===== src/sv/twl_pkg.sv =====
// Package for the text word wrap layout block: payload and configuration types,
// controller commands and status, sizing constants and small arithmetic helpers.
// Depends on nothing; every other file of the block imports it.
package twl_pkg;

	localparam int MAX_WORD = 32;
	localparam int IDX_W    = 16;
	localparam int PTR_W    = $clog2(MAX_WORD);
	localparam int LEN_W    = $clog2(MAX_WORD + 1);
	localparam int ENTRY_W  = 18;
	localparam int ADDR_W   = 4;
	localparam int DATA_W   = 32;
	localparam int STEP_W   = 11;

	localparam logic [1:0] REG_WRAP_WIDTH  = 2'd0;
	localparam logic [1:0] REG_WRAP_ENABLE = 2'd1;
	localparam logic [1:0] REG_LINE_HEIGHT = 2'd2;

	localparam logic [14:0] WRAP_WIDTH_RESET  = 15'd32767;
	localparam logic        WRAP_ENABLE_RESET = 1'b0;
	localparam logic [15:0] LINE_HEIGHT_RESET = 16'd1024;
	localparam logic [STEP_W-1:0] LINE_STEP_RESET =
		STEP_W'((32'(LINE_HEIGHT_RESET) + 32) >> 6);

	typedef struct packed {
		logic [9:0]        advance;
		logic [9:0]        glyph_width;
		logic signed [7:0] kerning;
		logic              is_newline;
		logic              is_wordbreak;
		logic              end_of_text;
	} char_t;

	typedef struct packed {
		logic [IDX_W-1:0]   char_index;
		logic signed [15:0] pen_x;
		logic [15:0]        pen_y;
		logic               is_replacement;
		logic               is_cursor_end;
		logic               last;
	} place_t;

	typedef struct packed {
		logic [14:0]       wrap_width;
		logic              wrap_enable;
		logic [STEP_W-1:0] line_step;
	} cfg_t;

	typedef enum logic [1:0] {
		ST_IDLE,
		ST_REPLAY,
		ST_FINAL,
		ST_CURSOR
	} ctrl_state_t;

	typedef struct packed {
		logic place;
		logic start;
		logic replay;
		logic fin;
		logic cursor;
	} cmd_t;

	typedef struct packed {
		logic slot_free;
		logic move_word;
		logic replay_last;
		logic item_eot;
		logic held_eot;
	} status_t;

	function automatic logic signed [15:0] sat_add(input logic signed [15:0] a,
		input logic signed [16:0] b);
		logic signed [17:0] s;
		s = $signed({{2{a[15]}}, a}) + $signed({b[16], b});
		if (s > 18'sd32767) begin
			return 16'sh7fff;
		end else if (s < -18'sd32768) begin
			return 16'sh8000;
		end else begin
			return s[15:0];
		end
	endfunction

	function automatic logic signed [16:0] kern_ext(input logic [7:0] k);
		return $signed({{9{k[7]}}, k});
	endfunction

	function automatic logic signed [16:0] adv_ext(input logic [9:0] a);
		return $signed({7'b0, a});
	endfunction

	function automatic logic [PTR_W-1:0] ptr_inc(input logic [PTR_W-1:0] p);
		return (p == PTR_W'(MAX_WORD - 1)) ? '0 : p + PTR_W'(1);
	endfunction

	function automatic logic [15:0] next_line(input logic [15:0] y,
		input logic [STEP_W-1:0] step);
		logic [16:0] s;
		s = {1'b0, y} + 17'(step);
		return s[16] ? 16'hffff : s[15:0];
	endfunction

endpackage


===== src/sv/text_word_wrap_layout.sv =====
// Top level of the text word wrap layout block: greedy word wrap of a character stream.
// Instantiates twl_cfg, twl_ctrl and twl_dp; depends on twl_pkg.
//
// Characters enter on the char channel (valid/ready) and placed positions leave on the
// place channel (valid/ready), one transaction per position, the last one of each
// character marked by its last bit. The APB-style port sets wrap width, wrap enable and
// line height; write it only while no character is in flight.
// A character that fits is accepted and its position loaded into the output register at
// that clock edge; a steady stream runs at one character per cycle while not stalled.
// When a character pushes its word past the wrap width, the stored word is emitted again
// from the word store memory, one position per cycle while the receiver takes them, and
// then the character itself is placed. An end-of-text character is followed by the cursor
// position, after which the layout state starts over for a new text.
// When the receiver holds place_ready low, the output register holds its transaction
// and char_ready stays low until the register drains.
// Reset clears the layout state and loads the register defaults; the word store needs
// no clearing pass, since only entries written for the current word are read.
module text_word_wrap_layout (
	input  logic                       clk,
	input  logic                       arst_n,
	input  logic                       psel,
	input  logic                       penable,
	input  logic                       pwrite,
	input  logic [twl_pkg::ADDR_W-1:0] paddr,
	input  logic [twl_pkg::DATA_W-1:0] pwdata,
	output logic [twl_pkg::DATA_W-1:0] prdata,
	output logic                       pready,
	input  logic                       char_valid,
	output logic                       char_ready,
	input  twl_pkg::char_t             char_data,
	output logic                       place_valid,
	input  logic                       place_ready,
	output twl_pkg::place_t            place_data
);
	import twl_pkg::*;

	cfg_t    cfg;
	cmd_t    cmd;
	status_t status;

	twl_cfg u_cfg (
		.clk     (clk),
		.arst_n  (arst_n),
		.psel    (psel),
		.penable (penable),
		.pwrite  (pwrite),
		.paddr   (paddr),
		.pwdata  (pwdata),
		.prdata  (prdata),
		.pready  (pready),
		.cfg     (cfg)
	);

	twl_ctrl u_ctrl (
		.clk        (clk),
		.arst_n     (arst_n),
		.char_valid (char_valid),
		.char_ready (char_ready),
		.status     (status),
		.cmd        (cmd)
	);

	twl_dp u_dp (
		.clk         (clk),
		.arst_n      (arst_n),
		.cfg         (cfg),
		.cmd         (cmd),
		.status      (status),
		.char_data   (char_data),
		.place_valid (place_valid),
		.place_ready (place_ready),
		.place_data  (place_data)
	);

endmodule


===== src/sv/twl_cfg.sv =====
// Configuration register file of the text word wrap layout block on an APB-style port.
// Holds wrap width, wrap enable and line height, plus the rounded line step.
// Depends on twl_pkg.
module twl_cfg (
	input  logic                       clk,
	input  logic                       arst_n,
	input  logic                       psel,
	input  logic                       penable,
	input  logic                       pwrite,
	input  logic [twl_pkg::ADDR_W-1:0] paddr,
	input  logic [twl_pkg::DATA_W-1:0] pwdata,
	output logic [twl_pkg::DATA_W-1:0] prdata,
	output logic                       pready,
	output twl_pkg::cfg_t              cfg
);
	import twl_pkg::*;

	logic [14:0]       wrap_width_q;
	logic              wrap_enable_q;
	logic [15:0]       line_height_q;
	logic [STEP_W-1:0] line_step_q;
	logic              wr;
	logic [1:0]        idx;

	assign pready = 1'b1;
	assign wr     = psel & penable & pwrite;
	assign idx    = paddr[ADDR_W-1:2];

	always_ff @(posedge clk or negedge arst_n) begin
		if (!arst_n) begin
			wrap_width_q  <= WRAP_WIDTH_RESET;
			wrap_enable_q <= WRAP_ENABLE_RESET;
			line_height_q <= LINE_HEIGHT_RESET;
			line_step_q   <= LINE_STEP_RESET;
		end else if (wr) begin
			unique case (idx)
				REG_WRAP_WIDTH: begin
					wrap_width_q <= pwdata[14:0];
				end
				REG_WRAP_ENABLE: begin
					wrap_enable_q <= pwdata[0];
				end
				REG_LINE_HEIGHT: begin
					line_height_q <= pwdata[15:0];
					line_step_q   <= STEP_W'(({1'b0, pwdata[15:0]} + 17'd32) >> 6);
				end
				default: begin
				end
			endcase
		end
	end

	always_comb begin
		unique case (idx)
			REG_WRAP_WIDTH:  prdata = DATA_W'(wrap_width_q);
			REG_WRAP_ENABLE: prdata = DATA_W'(wrap_enable_q);
			REG_LINE_HEIGHT: prdata = DATA_W'(line_height_q);
			default:         prdata = '0;
		endcase
	end

	assign cfg.wrap_width  = wrap_width_q;
	assign cfg.wrap_enable = wrap_enable_q;
	assign cfg.line_step   = line_step_q;

endmodule


===== src/sv/twl_ctrl.sv =====
// Controller state machine of the text word wrap layout block.
// Sequences placement, word replay, the moved character and the cursor end.
// Depends on twl_pkg.
module twl_ctrl (
	input  logic             clk,
	input  logic             arst_n,
	input  logic             char_valid,
	output logic             char_ready,
	input  twl_pkg::status_t status,
	output twl_pkg::cmd_t    cmd
);
	import twl_pkg::*;

	ctrl_state_t state_q;
	ctrl_state_t state_d;

	always_ff @(posedge clk or negedge arst_n) begin
		if (!arst_n) begin
			state_q <= ST_IDLE;
		end else begin
			state_q <= state_d;
		end
	end

	always_comb begin
		state_d    = state_q;
		cmd        = '0;
		char_ready = 1'b0;
		unique case (state_q)
			ST_IDLE: begin
				char_ready = status.slot_free;
				if (char_valid && status.slot_free) begin
					if (status.move_word) begin
						cmd.start = 1'b1;
						state_d   = ST_REPLAY;
					end else begin
						cmd.place = 1'b1;
						if (status.item_eot) begin
							state_d = ST_CURSOR;
						end
					end
				end
			end
			ST_REPLAY: begin
				if (status.slot_free) begin
					cmd.replay = 1'b1;
					if (status.replay_last) begin
						state_d = ST_FINAL;
					end
				end
			end
			ST_FINAL: begin
				if (status.slot_free) begin
					cmd.fin = 1'b1;
					state_d = status.held_eot ? ST_CURSOR : ST_IDLE;
				end
			end
			ST_CURSOR: begin
				if (status.slot_free) begin
					cmd.cursor = 1'b1;
					state_d    = ST_IDLE;
				end
			end
		endcase
	end

endmodule


===== src/sv/twl_dp.sv =====
// Datapath of the text word wrap layout block: pen and word state, the circular
// word store memory, replay arithmetic and the output register.
// Depends on twl_pkg; driven by twl_ctrl through cmd_t and status_t.
module twl_dp (
	input  logic             clk,
	input  logic             arst_n,
	input  twl_pkg::cfg_t    cfg,
	input  twl_pkg::cmd_t    cmd,
	output twl_pkg::status_t status,
	input  twl_pkg::char_t   char_data,
	output logic             place_valid,
	input  logic             place_ready,
	output twl_pkg::place_t  place_data
);
	import twl_pkg::*;

	logic signed [15:0] pen_x_q, pen_x_d;
	logic [15:0]        pen_y_q, pen_y_d;
	logic signed [15:0] wsx_q, wsx_d;
	logic [IDX_W-1:0]   wsi_q, wsi_d;
	logic [IDX_W-1:0]   cnt_q, cnt_d;
	logic [LEN_W-1:0]   wl_q, wl_d;
	logic [PTR_W-1:0]   head_q, head_d;
	logic [PTR_W-1:0]   tail_q, tail_d;
	logic [PTR_W-1:0]   rd_ptr_q, rd_ptr_d;
	logic [LEN_W-1:0]   rk_q, rk_d;
	logic [IDX_W-1:0]   ridx_q, ridx_d;
	logic signed [15:0] base_q, base_d;
	char_t              cur_q;
	place_t             out_q;
	logic               out_valid_q;
	logic [ENTRY_W-1:0] mem [MAX_WORD];
	logic [ENTRY_W-1:0] rdat_q;

	logic               skip;
	logic               keep;
	logic               over;
	logic signed [15:0] kx;
	logic signed [17:0] bound;
	logic [15:0]        nty;
	logic signed [15:0] pos;
	logic signed [15:0] tx;
	place_t             res;
	logic               ld;
	logic               clear;
	logic               push;
	logic               commit;
	logic               rd_en;
	logic [PTR_W-1:0]   rd_addr;
	logic [PTR_W-1:0]   head_e;
	logic [LEN_W-1:0]   wl_e;
	char_t              item;
	logic [ENTRY_W-1:0] wr_entry;

	assign skip  = (wsi_q == cnt_q);
	assign kx    = skip ? pen_x_q : sat_add(pen_x_q, kern_ext(char_data.kerning));
	assign bound = $signed({{2{kx[15]}}, kx}) + $signed({8'b0, char_data.glyph_width});
	assign over  = cfg.wrap_enable && (bound > $signed({3'b0, cfg.wrap_width}));
	assign keep  = !over || ((wsx_q == '0) && skip);
	assign nty   = next_line(pen_y_q, cfg.line_step);
	assign item  = cmd.fin ? cur_q : char_data;
	assign wr_entry = {item.kerning, item.advance};

	assign status.slot_free   = !out_valid_q || place_ready;
	assign status.move_word   = !char_data.is_newline && over && (wsx_q != '0) && (wl_q != '0);
	assign status.replay_last = ((rk_q + LEN_W'(1)) == wl_q);
	assign status.item_eot    = char_data.end_of_text;
	assign status.held_eot    = cur_q.end_of_text;

	always_comb begin
		pen_x_d  = pen_x_q;
		pen_y_d  = pen_y_q;
		wsx_d    = wsx_q;
		wsi_d    = wsi_q;
		cnt_d    = cnt_q;
		rd_ptr_d = rd_ptr_q;
		rk_d     = rk_q;
		ridx_d   = ridx_q;
		base_d   = base_q;
		res      = '0;
		ld       = 1'b0;
		clear    = 1'b0;
		push     = 1'b0;
		commit   = 1'b0;
		rd_en    = 1'b0;
		rd_addr  = rd_ptr_q;
		pos      = '0;
		tx       = pen_x_q;

		if (cmd.place) begin
			ld             = 1'b1;
			cnt_d          = cnt_q + IDX_W'(1);
			res.char_index = cnt_q;
			res.last       = !char_data.end_of_text;
			if (char_data.is_newline) begin
				res.pen_x = pen_x_q;
				res.pen_y = pen_y_q;
				pen_x_d   = '0;
				pen_y_d   = nty;
				wsx_d     = '0;
				wsi_d     = cnt_q + IDX_W'(1);
				clear     = 1'b1;
			end else begin
				commit = 1'b1;
				if (keep) begin
					res.pen_x = kx;
					res.pen_y = pen_y_q;
					tx        = sat_add(kx, adv_ext(char_data.advance));
				end else begin
					res.pen_x = '0;
					res.pen_y = nty;
					tx        = $signed({6'b0, char_data.advance});
					pen_y_d   = nty;
					wsx_d     = '0;
					if (wsx_q == '0) begin
						wsi_d = cnt_q;
						clear = 1'b1;
					end
				end
			end
		end else if (cmd.start) begin
			pen_y_d  = nty;
			wsx_d    = '0;
			rd_en    = 1'b1;
			rd_addr  = head_q;
			rd_ptr_d = ptr_inc(head_q);
			rk_d     = '0;
			ridx_d   = cnt_q - IDX_W'(wl_q);
		end else if (cmd.replay) begin
			ld                 = 1'b1;
			pos                = (rk_q == '0) ? 16'sd0 : sat_add(base_q, kern_ext(rdat_q[17:10]));
			res.char_index     = ridx_q;
			res.pen_x          = pos;
			res.pen_y          = pen_y_q;
			res.is_replacement = 1'b1;
			base_d             = sat_add(pos, adv_ext(rdat_q[9:0]));
			rd_en              = 1'b1;
			rd_ptr_d           = ptr_inc(rd_ptr_q);
			rk_d               = rk_q + LEN_W'(1);
			ridx_d             = ridx_q + IDX_W'(1);
		end else if (cmd.fin) begin
			ld             = 1'b1;
			pos            = sat_add(base_q, kern_ext(cur_q.kerning));
			res.char_index = cnt_q;
			res.pen_x      = pos;
			res.pen_y      = pen_y_q;
			res.last       = !cur_q.end_of_text;
			tx             = sat_add(pos, adv_ext(cur_q.advance));
			cnt_d          = cnt_q + IDX_W'(1);
			commit         = 1'b1;
		end else if (cmd.cursor) begin
			ld                = 1'b1;
			res.char_index    = cnt_q;
			res.pen_x         = pen_x_q;
			res.pen_y         = pen_y_q;
			res.is_cursor_end = 1'b1;
			res.last          = 1'b1;
			pen_x_d           = '0;
			pen_y_d           = '0;
			wsx_d             = '0;
			wsi_d             = '0;
			cnt_d             = '0;
			clear             = 1'b1;
		end

		if (commit) begin
			pen_x_d = tx;
			if (item.is_wordbreak) begin
				wsx_d = tx;
				wsi_d = cnt_q + IDX_W'(1);
				clear = 1'b1;
			end else begin
				push = 1'b1;
			end
		end

		head_e = clear ? tail_q : head_q;
		wl_e   = clear ? '0 : wl_q;
		tail_d = tail_q;
		head_d = head_e;
		wl_d   = wl_e;
		if (push) begin
			tail_d = ptr_inc(tail_q);
			if (wl_e == LEN_W'(MAX_WORD)) begin
				head_d = ptr_inc(head_e);
			end else begin
				wl_d = wl_e + LEN_W'(1);
			end
		end
	end

	always_ff @(posedge clk or negedge arst_n) begin
		if (!arst_n) begin
			pen_x_q     <= '0;
			pen_y_q     <= '0;
			wsx_q       <= '0;
			wsi_q       <= '0;
			cnt_q       <= '0;
			wl_q        <= '0;
			head_q      <= '0;
			tail_q      <= '0;
			rd_ptr_q    <= '0;
			rk_q        <= '0;
			ridx_q      <= '0;
			out_valid_q <= 1'b0;
		end else begin
			pen_x_q  <= pen_x_d;
			pen_y_q  <= pen_y_d;
			wsx_q    <= wsx_d;
			wsi_q    <= wsi_d;
			cnt_q    <= cnt_d;
			wl_q     <= wl_d;
			head_q   <= head_d;
			tail_q   <= tail_d;
			rd_ptr_q <= rd_ptr_d;
			rk_q     <= rk_d;
			ridx_q   <= ridx_d;
			if (ld) begin
				out_valid_q <= 1'b1;
			end else if (place_ready) begin
				out_valid_q <= 1'b0;
			end
		end
	end

	always_ff @(posedge clk) begin
		base_q <= base_d;
		if (cmd.start) begin
			cur_q <= char_data;
		end
		if (ld) begin
			out_q <= res;
		end
	end

	always_ff @(posedge clk) begin
		if (push) begin
			mem[tail_q] <= wr_entry;
		end
		if (rd_en) begin
			rdat_q <= mem[rd_addr];
		end
	end

	assign place_valid = out_valid_q;
	assign place_data  = out_q;

endmodule

===== config.mk =====
export PLATFORM = sky130hd
export DESIGN_NAME = text_word_wrap_layout
export DESIGN_NICKNAME = d
export VERILOG_FILES = /design/src/sv/twl_pkg.sv /design/src/sv/text_word_wrap_layout.sv /design/src/sv/twl_cfg.sv /design/src/sv/twl_ctrl.sv /design/src/sv/twl_dp.sv
export SDC_FILE = /design/constraint.sdc
export NUM_CORES = 2
export LEC_CHECK = 0
export ABC_AREA = 0
export BUFFER_PORTS_ARGS = -buffer_cell sky130_fd_sc_hd__clkbuf_2
export CAP_MARGIN = 20
export CORE_MARGIN = 2
export CORE_UTILIZATION = 57
export DETAILED_ROUTE_END_ITERATION = 8
export PLACE_DENSITY = 0.83
export SLEW_MARGIN = 20
export SYNTH_ARGS = -nofsm -noshare
export SYNTH_HDL_FRONTEND = slang
export SYNTH_SLANG_ARGS = --single-unit

===== constraint.sdc =====
create_clock -name clk -period 8.6 [get_ports clk]
set_clock_uncertainty 0.2 [all_clocks]
set_input_delay 1.29 -clock clk [delete_from_list [all_inputs] [get_ports clk]]
set_output_delay 1.29 -clock clk [all_outputs]
set_load 0.02 [all_outputs]

# Word level (Yosys, flattened, before mapping)

Memories as Yosys holds them, arrays and structs flattened. A register that Yosys moved wholly into a read port is not among the register bits.
Index checks and enable logic that the tools add are counted.

Word-level logic and storage cells: 267
Output and inout port bits: 86
RAM bits: 576
Memories kept: 1
Flip-flop bits (word level): 267
Bits of input ports: 74

Memory list:

| memory   | words | bits a word | read ports | clocked after memory_dff | write ports | line         | RTL |
|---|---|---|---|---|---|---|---|
| u_dp.mem | 32    | 18          | 1          | 1                        | 1           | twl_dp.sv:32 | `logic [ENTRY_W-1:0] mem [MAX_WORD];` |

Magnitude comparators: 13
Bitwise gates (word level): 4
Reduce and logical (&&, ||, !) cells: 35
$add $sub $neg: 18
Eq/ne operators: 27
Muxes and demuxes: 139

Operators by type and width:

| operator                | count |
|---|---|
| $mux W16                | 63 |
| $mux W48                | 4 |
| $gt A18 B16 Y1 const B  | 6 |
| $lt A18 B16 Y1 const B  | 6 |
| $add A16 B11 Y17        | 5 |
| $mux W32                | 2 |
| $mux W5                 | 11 |
| $add A16 B8 Y17         | 3 |
| $mux W51                | 1 |
| $pmux W16 S3            | 1 |
| $mux W1                 | 38 |
| $add A16 B1 Y16 const B | 2 |
| $mux W31                | 1 |
| $mux W6                 | 5 |
| $mux W2                 | 12 |
| $add A5 B1 Y5 const B   | 4 |
| $eq A5 B5 Y1 const B    | 4 |
| $gt A18 B16 Y1          | 1 |
| $add A16 B6 Y17 const B | 1 |
| $eq A16 B16 Y1          | 1 |
| $logic_not A16 Y1       | 1 |
| $reduce_bool A16 Y1     | 1 |
| $sub A16 B6 Y16         | 1 |
| $add A6 B1 Y6 const B   | 2 |
| other kinds (27)        | 60 |

# Longest topological paths before layout

Depth in word-level cells: 26
Depth in mapped cells: 37
Depth with buffers taken out: 34

# Hierarchy

A second synthesis with hierarchy kept.

Cells, all modules: 3352
Area total of the unflattened synthesis: 42859.9 um^2

Modules (own cells, without submodules):

| module   | sequential area each (um^2) | area each (um^2) | times used | cells each |
|---|---|---|---|---|
| twl_dp   | 23552.6                     | 40438.8          | 1          | 3150 |
| twl_cfg  | 1097.3                      | 2262.2           | 1          | 183 |
| twl_ctrl | 50.0                        | 158.9            | 1          | 19 |

# Least setup slack after synthesis

Ideal clock, no wire load.

Path type: input-to-reg
Start point: input char_data[3] (netlist name)
End point: memory u_dp.mem[29][0], enable pin
Stages: 31
Setup slack: -0.323 ns
Arrival: 8.330 ns
Setup time: 0.393 ns
Required time: 8.007 ns
Buffers on the path: 3
Path through: ha_1 inv_1 fa_1 nor2b_1 o211ai_1 a31o_2 o211a_1 buf_2 maj3_1 o21ai_0 ha_1 a211oi_1 o21ai_0 a31oi_1 o21ai_0 nor2b_1 xnor2_1 ha_1 a21o_1 a21o_1 a21o_1 a211o_1 o211ai_1 o221ai_1 o211ai_2 o2111ai_1 buf_2 a21oi_1 clkbuf_1 nand2_1 nor2_1

Longest elaborated chain between the ends: 19
Elaborated cells on any way between the ends: 21
Classes of those cells: add/sub: 2; order compare: 3; mux: 12; reduce/logical: 4

Ends and longest elaborated chain:

| item                               | line                        | RTL |
|---|---|---|
| from (decl)                        | text_word_wrap_layout.sv:30 | `input twl_pkg::char_t char_data,` |
| $add A16 B8 Y17 *                  | twl_pkg.sv:75               | `s = $signed({{2{a[15]}}, a}) + $signed({b[16], b});` |
| $lt A18 B16 Y1                     | twl_pkg.sv:78               | `end else if (s < -18'sd32768) begin` |
| $mux W16                           | twl_pkg.sv:78               |  |
| $mux W16 *                         | twl_pkg.sv:76               | `if (s > 18'sd32767) begin` |
| $mux W16 *                         | twl_dp.sv:56                | `assign kx = skip ? pen_x_q : sat_add(pen_x_q, kern_ext(char_data.kerning));` |
| $add A16 B11 Y17 *                 | twl_dp.sv:57                | `assign bound = $signed({{2{kx[15]}}, kx}) + $signed({8'b0, char_data.glyph_width});` |
| $gt A18 B16 Y1 *                   | twl_dp.sv:58                | `assign over = cfg.wrap_enable && (bound > $signed({3'b0, cfg.wrap_width}));` |
| $logic_and A1 B1 Y1 *              | twl_dp.sv:58                |  |
| $logic_and A1 B1 Y1 * (3 in a row) | twl_dp.sv:65                | `assign status.move_word = !char_data.is_newline && over && (wsx_q != '0) && (wl_q != '0);` |
| $mux W1                            | twl_ctrl.sv:33              | `if (status.move_word) begin` |
| $mux W2 *                          | twl_ctrl.sv:32              | `if (char_valid && status.slot_free) begin` |
| $mux W2 *                          | twl_ctrl.sv:29              | `unique case (state_q)` |
| $mux W1                            | twl_dp.sv:121               | `end else if (cmd.start) begin` |
| $mux W1 *                          | twl_dp.sv:90                | `if (cmd.place) begin` |
| $mux W1 *                          | twl_dp.sv:166               | `if (commit) begin` |
| $mux W1 *                          | twl_dp.sv:237               | `if (push) begin` |
| $mux W1 (not written as such) *    | twl_dp.sv:238               | `mem[tail_q] <= wr_entry;` |
| to (decl)                          | twl_dp.sv:32                |  |

Every way passes the cells marked *; elsewhere a longest branch is shown, timed or not.

# Final worst setup path

Start point: input char_data[4] (netlist name)
End point: register u_dp.rdat_q[3] (read register of u_dp.mem), data pin

Longest elaborated chain between the ends: 16
Elaborated cells on any way between the ends: 20
Classes of those cells: add/sub: 2; order compare: 3; mux: 11; reduce/logical: 4

Ends and longest elaborated chain:

| item                                      | line           | RTL |
|---|---|---|
| $add A16 B8 Y17 *                         | twl_pkg.sv:75  |  |
| $lt A18 B16 Y1                            | twl_pkg.sv:78  |  |
| $mux W16                                  | twl_pkg.sv:78  |  |
| $mux W16 *                                | twl_pkg.sv:76  |  |
| $mux W16 *                                | twl_dp.sv:56   |  |
| $add A16 B11 Y17 *                        | twl_dp.sv:57   |  |
| $gt A18 B16 Y1 *                          | twl_dp.sv:58   |  |
| $logic_and A1 B1 Y1 *                     | twl_dp.sv:58   |  |
| $logic_and A1 B1 Y1 * (3 in a row)        | twl_dp.sv:65   |  |
| $mux W1                                   | twl_ctrl.sv:33 |  |
| $mux W2 *                                 | twl_ctrl.sv:32 |  |
| $mux W2 *                                 | twl_ctrl.sv:29 |  |
| $mux W5 / $mux W1 (equally long branches) | twl_dp.sv:121  |  |
| $mux W5 / $mux W1 (equally long branches) | twl_dp.sv:90   |  |
| to (decl)                                 | twl_dp.sv:33   | `logic [ENTRY_W-1:0] rdat_q;` |

Marks and branches as above.
A chain may end at the register's enable or synchronous reset.

==> results.json <==
{
  "status": "complete, no violations",
  "rows": 101,
  "avgViaCountPerCell": 6.75,
  "cp_max_fo": 22,
  "syn_area_per_cell_sq_um": 11.0,
  "worst_path_most_repeated_cell": "buf_4",
  "die_h_microns": 281,
  "hold_violations": 0,
  "grt_overflow": 0,
  "first_global_vias": 35300,
  "core_sq_mm": 0.0758,
  "drtIter0Drc": 5551,
  "synth_edf_count": 681,
  "drc": 0,
  "route.detailed.wl_per_inst_microns": 25.5,
  "yosysTopAreaCellShare": 0.469,
  "cts_tree": "done",
  "cts_sinks": 850,
  "gp_congestion": 1.05,
  "synthesis.instances": 3974,
  "grt_use_total": 0.337,
  "fin_util": 0.684,
  "synthTopCellsByArea": "edfxtp_1 47%, dfrtp_1 8.7%, nand3_1 5.5%",
  "min_period_ns": 8.41,
  "powerDensity_mw_per_mm2": 403,
  "worst-endpoint-required_ns": 8.85,
  "cts.clk_slew.worst_paths_ns": 0.06,
  "antenna_found_initial": 2,
  "cp.arrival_ns": 8.66,
  "initial_core_util": 0.575,
  "fmax_mhz": 119,
  "worstMarginPinSlew_ns": 1.13,
  "cp-start-kind": "primary input",
  "async_reset_ff_frac": 0.199,
  "maxSlewViolCount": 0,
  "cts_max_level": 3,
  "ant_nets": 0,
  "peakVddDrop_uv": 216,
  "critPathSlowestCell": "a2111oi_2",
  "ys_seq_area_frac": 0.567,
  "ys_types": 97,
  "cts_root_buffer": "clkbuf_16",
  "power.leakage_nw": 19.9,
  "synth_flop_cell": "edfxtp_1",
  "ys_ff_latch": 850,
  "layout.nets": 4547,
  "cts_hold_buf": 0,
  "synth_area_sq_mm": 0.0436,
  "dieArea_sq_mm": 0.0787,
  "num_io_pins": 160,
  "yosys.area.top_type": "edfxtp_1",
  "cp-end-kind": "flop",
  "dpl-instance-area_sq_mm": 0.0486,
  "insertion_delay_ns": 0.69,
  "port_buffers": 124,
  "dieWidth_microns": 281,
  "num_vias": 36300,
  "routed_wl_mm": 137,
  "grt_pass1_wl_mm": 203,
  "finalSetupTns_ns": 0,
  "hp-class": "flop to flop",
  "fin_area_sq_mm": 0.0519,
  "grt_max_degree": 106,
  "cap_violations": 0,
  "numCtsBuffers": 85,
  "drive_gt1_frac": 0.187,
  "dp_hpwl_mm": 87.8,
  "fillers": 5093,
  "drt_first_pass_iters": 8,
  "clockBufferDepth": 3,
  "period_share": 0.978,
  "cpPeakStageDelay_ns": 0.50,
  "area_growth_pct": 19.0,
  "setup_viol": 0,
  "yosys_warnings": 0,
  "slew_headroom": 0.245,
  "crit_type": "primary input to flop"
}
-- synth_stat cells (17+ instances only) --
cell / instances
a22oi_1: 28
nor2b_1: 20
clkbuf_1: 205
xnor2_1: 83
a211oi_1: 90
dfrtp_1: 152
xor2_1: 71
o21ai_0: 416
a31oi_1: 21
dfstp_2: 17
a21oi_1: 154
o211ai_1: 18
o31ai_1: 26
o21a_1: 20
nor2_1: 227
inv_1: 109
a2111o_1: 19
nand2b_1: 31
buf_4: 23
a21o_1: 44
mux2i_1: 53
buf_2: 41
edfxtp_1: 681
nand4_1: 23
nand2_1: 288
nand3_1: 481
mux2_2: 28
a22o_1: 22
and3_1: 87
a41oi_1: 54
ha_1: 136
nor3_1: 39
-- path summary, 6_finish.rpt --
path | slack (ns) | depth (start not counted) | from | end
worst max-delay path | 0.19 | 38 | char_data[4] | u_dp.rdat_q[3]
worst min-delay path | 0.28 | 2 | u_dp.wsx_q[1] | u_dp.wsx_q[1]
worst max register to register | 0.29 | 36 | u_dp.pen_x_q[1] | u_dp.rdat_q[3]
worst min register to register | 0.28 | 2 | u_dp.wsx_q[1] | u_dp.wsx_q[1]
max in group asynchronous | 6.14 | 2 | arst_n | u_dp.pen_x_q[1]
min in group asynchronous | 0.53 | 1 | arst_n | u_cfg.line_height_q[4]
-- cells in the final DEF (no fill, tap or decap), types with 23 or more instances in the layout --
cell,instances
clkbuf_2,122
nor3_1,37
nor2_2,35
nor2_1,192
a22oi_1,28
xor2_1,71
o31ai_1,24
a211oi_1,88
buf_12,88
nand3_1,481
mux2i_1,50
a41oi_1,54
edfxtp_1,681
nand2b_1,31
o21ai_0,405
xnor2_1,83
nand2_1,279
clkbuf_16,91
buf_4,303
a21oi_1,147
dfrtp_1,152
inv_1,107
mux2_2,28
ha_1,132
nand4_1,23
and3_1,86
a21o_1,44
-- through the flow --
stage               instances  total power [mW]  hold WS [ns]  worst slack (ns)
floorplan                3989              12.6         0.249          -0.00760
CTS                      5360              20.4         0.280            0.0211
detailed placement       5200              16.5         0.271            -0.803
global placement         5198              16.2         0.267            -0.603
global route             5375              22.0         0.317            -0.137
finish                   5375              20.9         0.282             0.191
-- flip-flops by register name, indices dropped and copies added (netlist names), 18 cells and up --
register and count:
u_dp.cur_q 19, u_dp.mem 576, u_dp.place_data 51, u_dp.rdat_q 18
-- layer usage --
layer / up-vias / GRT usage / share of wire / wire length (microns)
met2: 2656 / 0.554 / 0.47 / 64700
met3: 590 / 0.0688 / 0.11 / 15500
met1: 17300 / 0.418 / 0.35 / 47800
met4: 0 / 0.190 / 0.065 / 8870
met5: - / 0 / 0 / 0
li1: 15700 / - / - / -
-- timing repair --
action,in CTS,in global routing
cloned,0,6
setup buffers,5,8
setup endpoints to repair,3,589
endpoints found under the hold margin,0,0
pin swaps,0,14
gates resized for setup,1,43
-- power breakdown --
group	total, mW	leakage [nW]	switching [mW]	internal, mW
combinational	11.3	10.2	6.79	4.53
sequential	5.85	8.33	0.506	5.34
clock	3.76	1.37	1.67	2.08
-- layout make-up --
cell class / count / area [sq um] / share of cell area
Clock buffer: 107 / 2270 / 0.0438
Sequential cell: 850 / 24700 / 0.476
Clock inverter: 48 / 554 / 0.0107
Tap cell: 978 / 1220 / 0.0236
Timing Repair Buffer: 529 / 4960 / 0.0957
Multi-Input combinational cell: 2752 / 17800 / 0.342
Inverter: 110 / 419 / 0.00808
Antenna cell: 1 / 2.50 / 0.0000482
-- cell families after synthesis --
kind of cell | count (synthesis) | share of synthesized area
compound gates | 1066 | 0.160
xor+xnor | 154 | 0.0309
fa+ha+maj | 151 | 0.0445
buf+inv | 388 | 0.0366
flops | 850 | 0.567
mux | 83 | 0.0203
other cells | 2 | 0.000172
simple gates | 1280 | 0.141
-- worst max-delay path: cells and delay by family --
family,cells,cell delay [ns]
fa+ha+maj,4,1.23
xor+xnor,1,0.16
buf+inv,10,1.65
simple gates,6,0.81
compound gates,17,3.47
No activity file was read; power rests on OpenSTA's default activity.
